===== src/hw/rtl/srsc_pkg.sv =====
// Shared types, widths and codes of the shadow return stack checker.
package srsc_pkg;

  localparam int ADDR_W          = 64;
  localparam int LEN_W           = 4;
  localparam int TID_W           = 2;
  localparam int DISC_W          = 7;
  localparam int STATUS_W        = 2;
  localparam int THREADS_DEF     = 4;
  localparam int STACK_DEPTH_DEF = 64;

  typedef enum logic [STATUS_W-1:0] {
    ST_PUSHED    = 2'd0,
    ST_MATCH     = 2'd1,
    ST_VIOLATION = 2'd2,
    ST_OVERFLOW  = 2'd3
  } status_t;

  typedef enum logic [2:0] {
    S_IDLE,
    S_CALL,
    S_POP,
    S_CMP,
    S_DIST,
    S_ABS,
    S_DONE
  } state_t;

  typedef enum logic {
    ALU_ADD,
    ALU_SUB
  } alu_op_t;

  typedef struct packed {
    logic [ADDR_W-1:0] value;
    logic              borrow;
    logic              zero;
  } alu_res_t;

  function automatic logic [TID_W-1:0] tid_wrap(input logic [TID_W-1:0] t,
                                                input int unsigned threads);
    logic [TID_W-1:0] w;
    w = t;
    for (int i = 0; i < (1 << TID_W) - 1; i++) begin
      if (32'(w) >= threads) begin
        w = w - TID_W'(threads);
      end
    end
    return w;
  endfunction

endpackage


===== src/hw/rtl/srsc_alu.sv =====
// Shared 64-bit add/subtract unit with borrow and zero flags.
module srsc_alu (
  input  srsc_pkg::alu_op_t               op,
  input  logic [srsc_pkg::ADDR_W-1:0]     a,
  input  logic [srsc_pkg::ADDR_W-1:0]     b,
  output srsc_pkg::alu_res_t              res
);
  import srsc_pkg::*;

  logic [ADDR_W:0] wide;

  always_comb begin
    if (op == ALU_ADD) begin
      wide = {1'b0, a} + {1'b0, b};
    end else begin
      wide = {1'b0, a} - {1'b0, b};
    end
    res.value  = wide[ADDR_W-1:0];
    res.borrow = wide[ADDR_W];
    res.zero   = (wide[ADDR_W-1:0] == '0);
  end

endmodule

===== config.mk =====
export PLATFORM = sky130hd
export DESIGN_NAME = srsc_alu
export DESIGN_NICKNAME = d
export VERILOG_FILES = /design/src/hw/rtl/srsc_pkg.sv /design/src/hw/rtl/srsc_alu.sv
export SDC_FILE = /design/constraint.sdc
export NUM_CORES = 1
export LEC_CHECK = 0
export BUFFER_PORTS_ARGS = -buffer_cell sky130_fd_sc_hd__buf_4
export CAP_MARGIN = 20
export CORE_MARGIN = 2
export CORE_UTILIZATION = 30
export DETAILED_ROUTE_END_ITERATION = 8
export PLACE_DENSITY = 0.63
export SETUP_SLACK_MARGIN = 0.4
export SLEW_MARGIN = 0
export SYNTH_ARGS = -nofsm -noshare
export SYNTH_HDL_FRONTEND = slang
export SYNTH_SLANG_ARGS = --single-unit

===== constraint.sdc =====
create_clock -name vclk -period 8.4
set_input_delay 0.84 -clock vclk [all_inputs]
set_output_delay 0.84 -clock vclk [all_outputs]
set_load 0.01 [all_outputs]

==> results.yml <==
logic_synthesis:
  synth.largest_area_cell: "ha_1"
  ys_warn_count: 0
  synth_area_leaders: "ha_1 14%, xnor2_1 14%, a21oi_1 10%, nor2_1 6.0%, nand2_1 4.8%"
  synth_area_mm2: 0.00580
  synth.most_common_cell: "a21oi_1"
  synth_top_area_share_pct: 14.0
  synth_cell_types: 72
  netlist_instances: 904
  syn_nets: 1099
  avgSynthCellArea_um2: 6.42
  ys_seq_area_share_pct: 0
  synth_common_cells: "120 x a21oi_1, 92 x nor2_1, 90 x xnor2_1"
sta:
  tightestPinTransition_ns: 0.692
  finalSetupViolCount: 0
  fin_crit_sh_pct: 89.2
  finalSetupTns_ns: 0
  layout_min_cycle_time_ns: 7.50
  hold_violations: 0
  slew_headroom_pct: 53.4
  max_freq_mhz: 133
  drv_slew: 0
  rsz0062_at_grt: "no"
final_layout:
  final_area_mm2: 0.00741
  drive_above_1_share_pct: 20.2
  antenna_cells: 0
  seqCellArea_um2: 0
  clockBufferCount: 0
  area_delta_synth_final_pct: 27.7
  fin_nets: 1251
  sequential_cell_total: 0
drt:
  drt_iter0_markers: 442
  totalWireLength_mm: 21.7
  drtPass1Iterations: 5
  vias_per_cell: 5.48
  drc_errors: 0
  via_count: 7202
  ant_nets: 0
  wl_per_cell_um: 16.5
critical_path:
  path_class: "input pin to output port"
  critPathMaxFanout: 6
  crit_cells: 23
  slowest_delay_ns: 0.56
  crit_path_end_kind: "output port"
  cpMaxStageDelayCell: "or4_1"
  worst-path-buf-inv: 3
  arrival_ns: 6.66
  crit_chain: "buf_4, nor4_1, nand3_1, nor2_1, and3_1, and3_1, and3_1, and2_1, a21oi_1, xnor2_1, ha_1, inv_1, o21bai_1, a21oi_1, nor2b_1, o21ai_0, nand3_1, xor2_1, or4_1, nor4_2, nand4b_1, nor3_1, buf_4"
  endpoint: "res[0]"
  crit_start: "b[12]"
  critPathRequiredTime_ns: 7.56
  cpMostUsedCell: "and3_1"
  critPathTopFamily: "simple AND/OR/NAND/NOR gates"
  start_kind: "input pin"
job:
  drv_cap: 0
placement:
  io_buffers: 195
  place_area_mm2: 0.00739
  place_hpwl_mm: 18.8
  gp_routability_congestion: 0.994
die:
  fp-row-count: 50
  dieHeight_um: 143
  core_mm2: 0.0188
  dieArea_mm2: 0.0205
  initial_core_util_pct: 30.8
  die_x_um: 143
  num_io_pins: 195
cts:
  cts_setup_buffers: 0
pwr:
  p_per_area_mw_per_mm2: 124
  p_leak_nw: 3.18
  vdd_drop_max_mv: 0.0813
grt:
  grt_max_degree: 65
  gr-total-overflow: 0
  globalRouteTotalUtil_pct: 19.9
  antenna_found_initial: 0
  grt_pass1_vias: 6792
  grt_pass1_wl_mm: 33.4
hold_path:
  hold_path_class: "input pin to output port"
status:
  outcome: "complete, no violations"
-- layout by cell type, fill, tap and decap left out, drive strengths merged, types with 3 or more instances in the layout --
cell and count:
a41oi 4, o31ai 6, ha 65, o211ai 13, and3 10, nand2b 8
nor4 8, o21bai 16, a21boi 7, o21a 7, xnor2 90, nor3 43
nand2 74, a31oi 24, inv 42, a21o 17, buf 195, a2111oi 5
a41o 4, a211oi 9, nor2 92, a221oi 3, nand3 18, nor2b 5
or4 5, o21ai 51, or2 3, nor3b 3, a21oi 121, and4 6
xor2 23, o2111ai 3, and2 14, nand4 21, or3 16
-- power breakdown --
| group | switching [mW] | internal, mW | leakage, nW |
|---|---|---|---|
| clock network | 0 | 0 | 0 |
| logic | 0.528 | 0.394 | 3.18 |
| registers | 0 | 0 | 0 |
| total | 0.528 | 0.394 | 3.18 |
-- kinds of logic after synthesis --
| family | count (synthesis) | share of synthesized area [%] |
|---|---|---|
| xor+xnor | 113 | 17.1 |
| mux | 1 | 0.173 |
| simple gates | 333 | 29.3 |
| fa+ha+maj | 66 | 14.4 |
| compound gates | 304 | 33.0 |
| buf+inv | 87 | 6.17 |
-- repair_timing --
action                     in CTS  in global routing
setup endpoints to repair       0                  1
gates resized for setup         0                  3
hold buffers                    0                  0
-- per-layer routing --
layer | track usage, % | share of wire [%] | wire (um)
met5 | 0 | 0 | 0
met4 | 3.49 | 2.0 | 437
met3 | 1.74 | 5.6 | 1220
met2 | 33.2 | 45 | 9730
met1 | 28.0 | 48 | 10300
-- per-stage QoR --
stage               worst slack, ns  utilization [%]  total power [mW]  cells  hold slack, ns
finish                        0.904             39.3             0.921   1314            2.09
global route                  0.421             39.3             0.997   1314            2.11
CTS                           0.747             39.2             0.916   1314            2.09
detailed placement            0.737             39.2             0.910   1314            2.09
global placement              0.858             39.2             0.913   1314            2.09
floorplan                      1.90                -             0.546    904            1.85
-- tightest hold or removal path: stages --
cell,delay (ns)
buf_4,0.10
fa_1,0.18
buf_4,0.13
-- final cells by class --
class	count	area (um2)
Fill cell	2069	11400
Multi-Input combinational cell	817	5460
Timing Repair Buffer	195	1460
Tap cell	260	325
Inverter	42	158
-- worst min path at each step --
stage	from	endpoint	slack, ns	cells after the start
2_1_floorplan	b[0]	res[2]	1.85	2
3_3_place_gp	a[1]	res[3]	2.09	3
3_5_place_dp	a[1]	res[3]	2.09	3
4_1_cts	b[0]	res[2]	2.09	4
5_1_grt	b[0]	res[2]	2.11	4
6_report	a[1]	res[3]	2.09	3
Power figures use the tool's default switching activity.
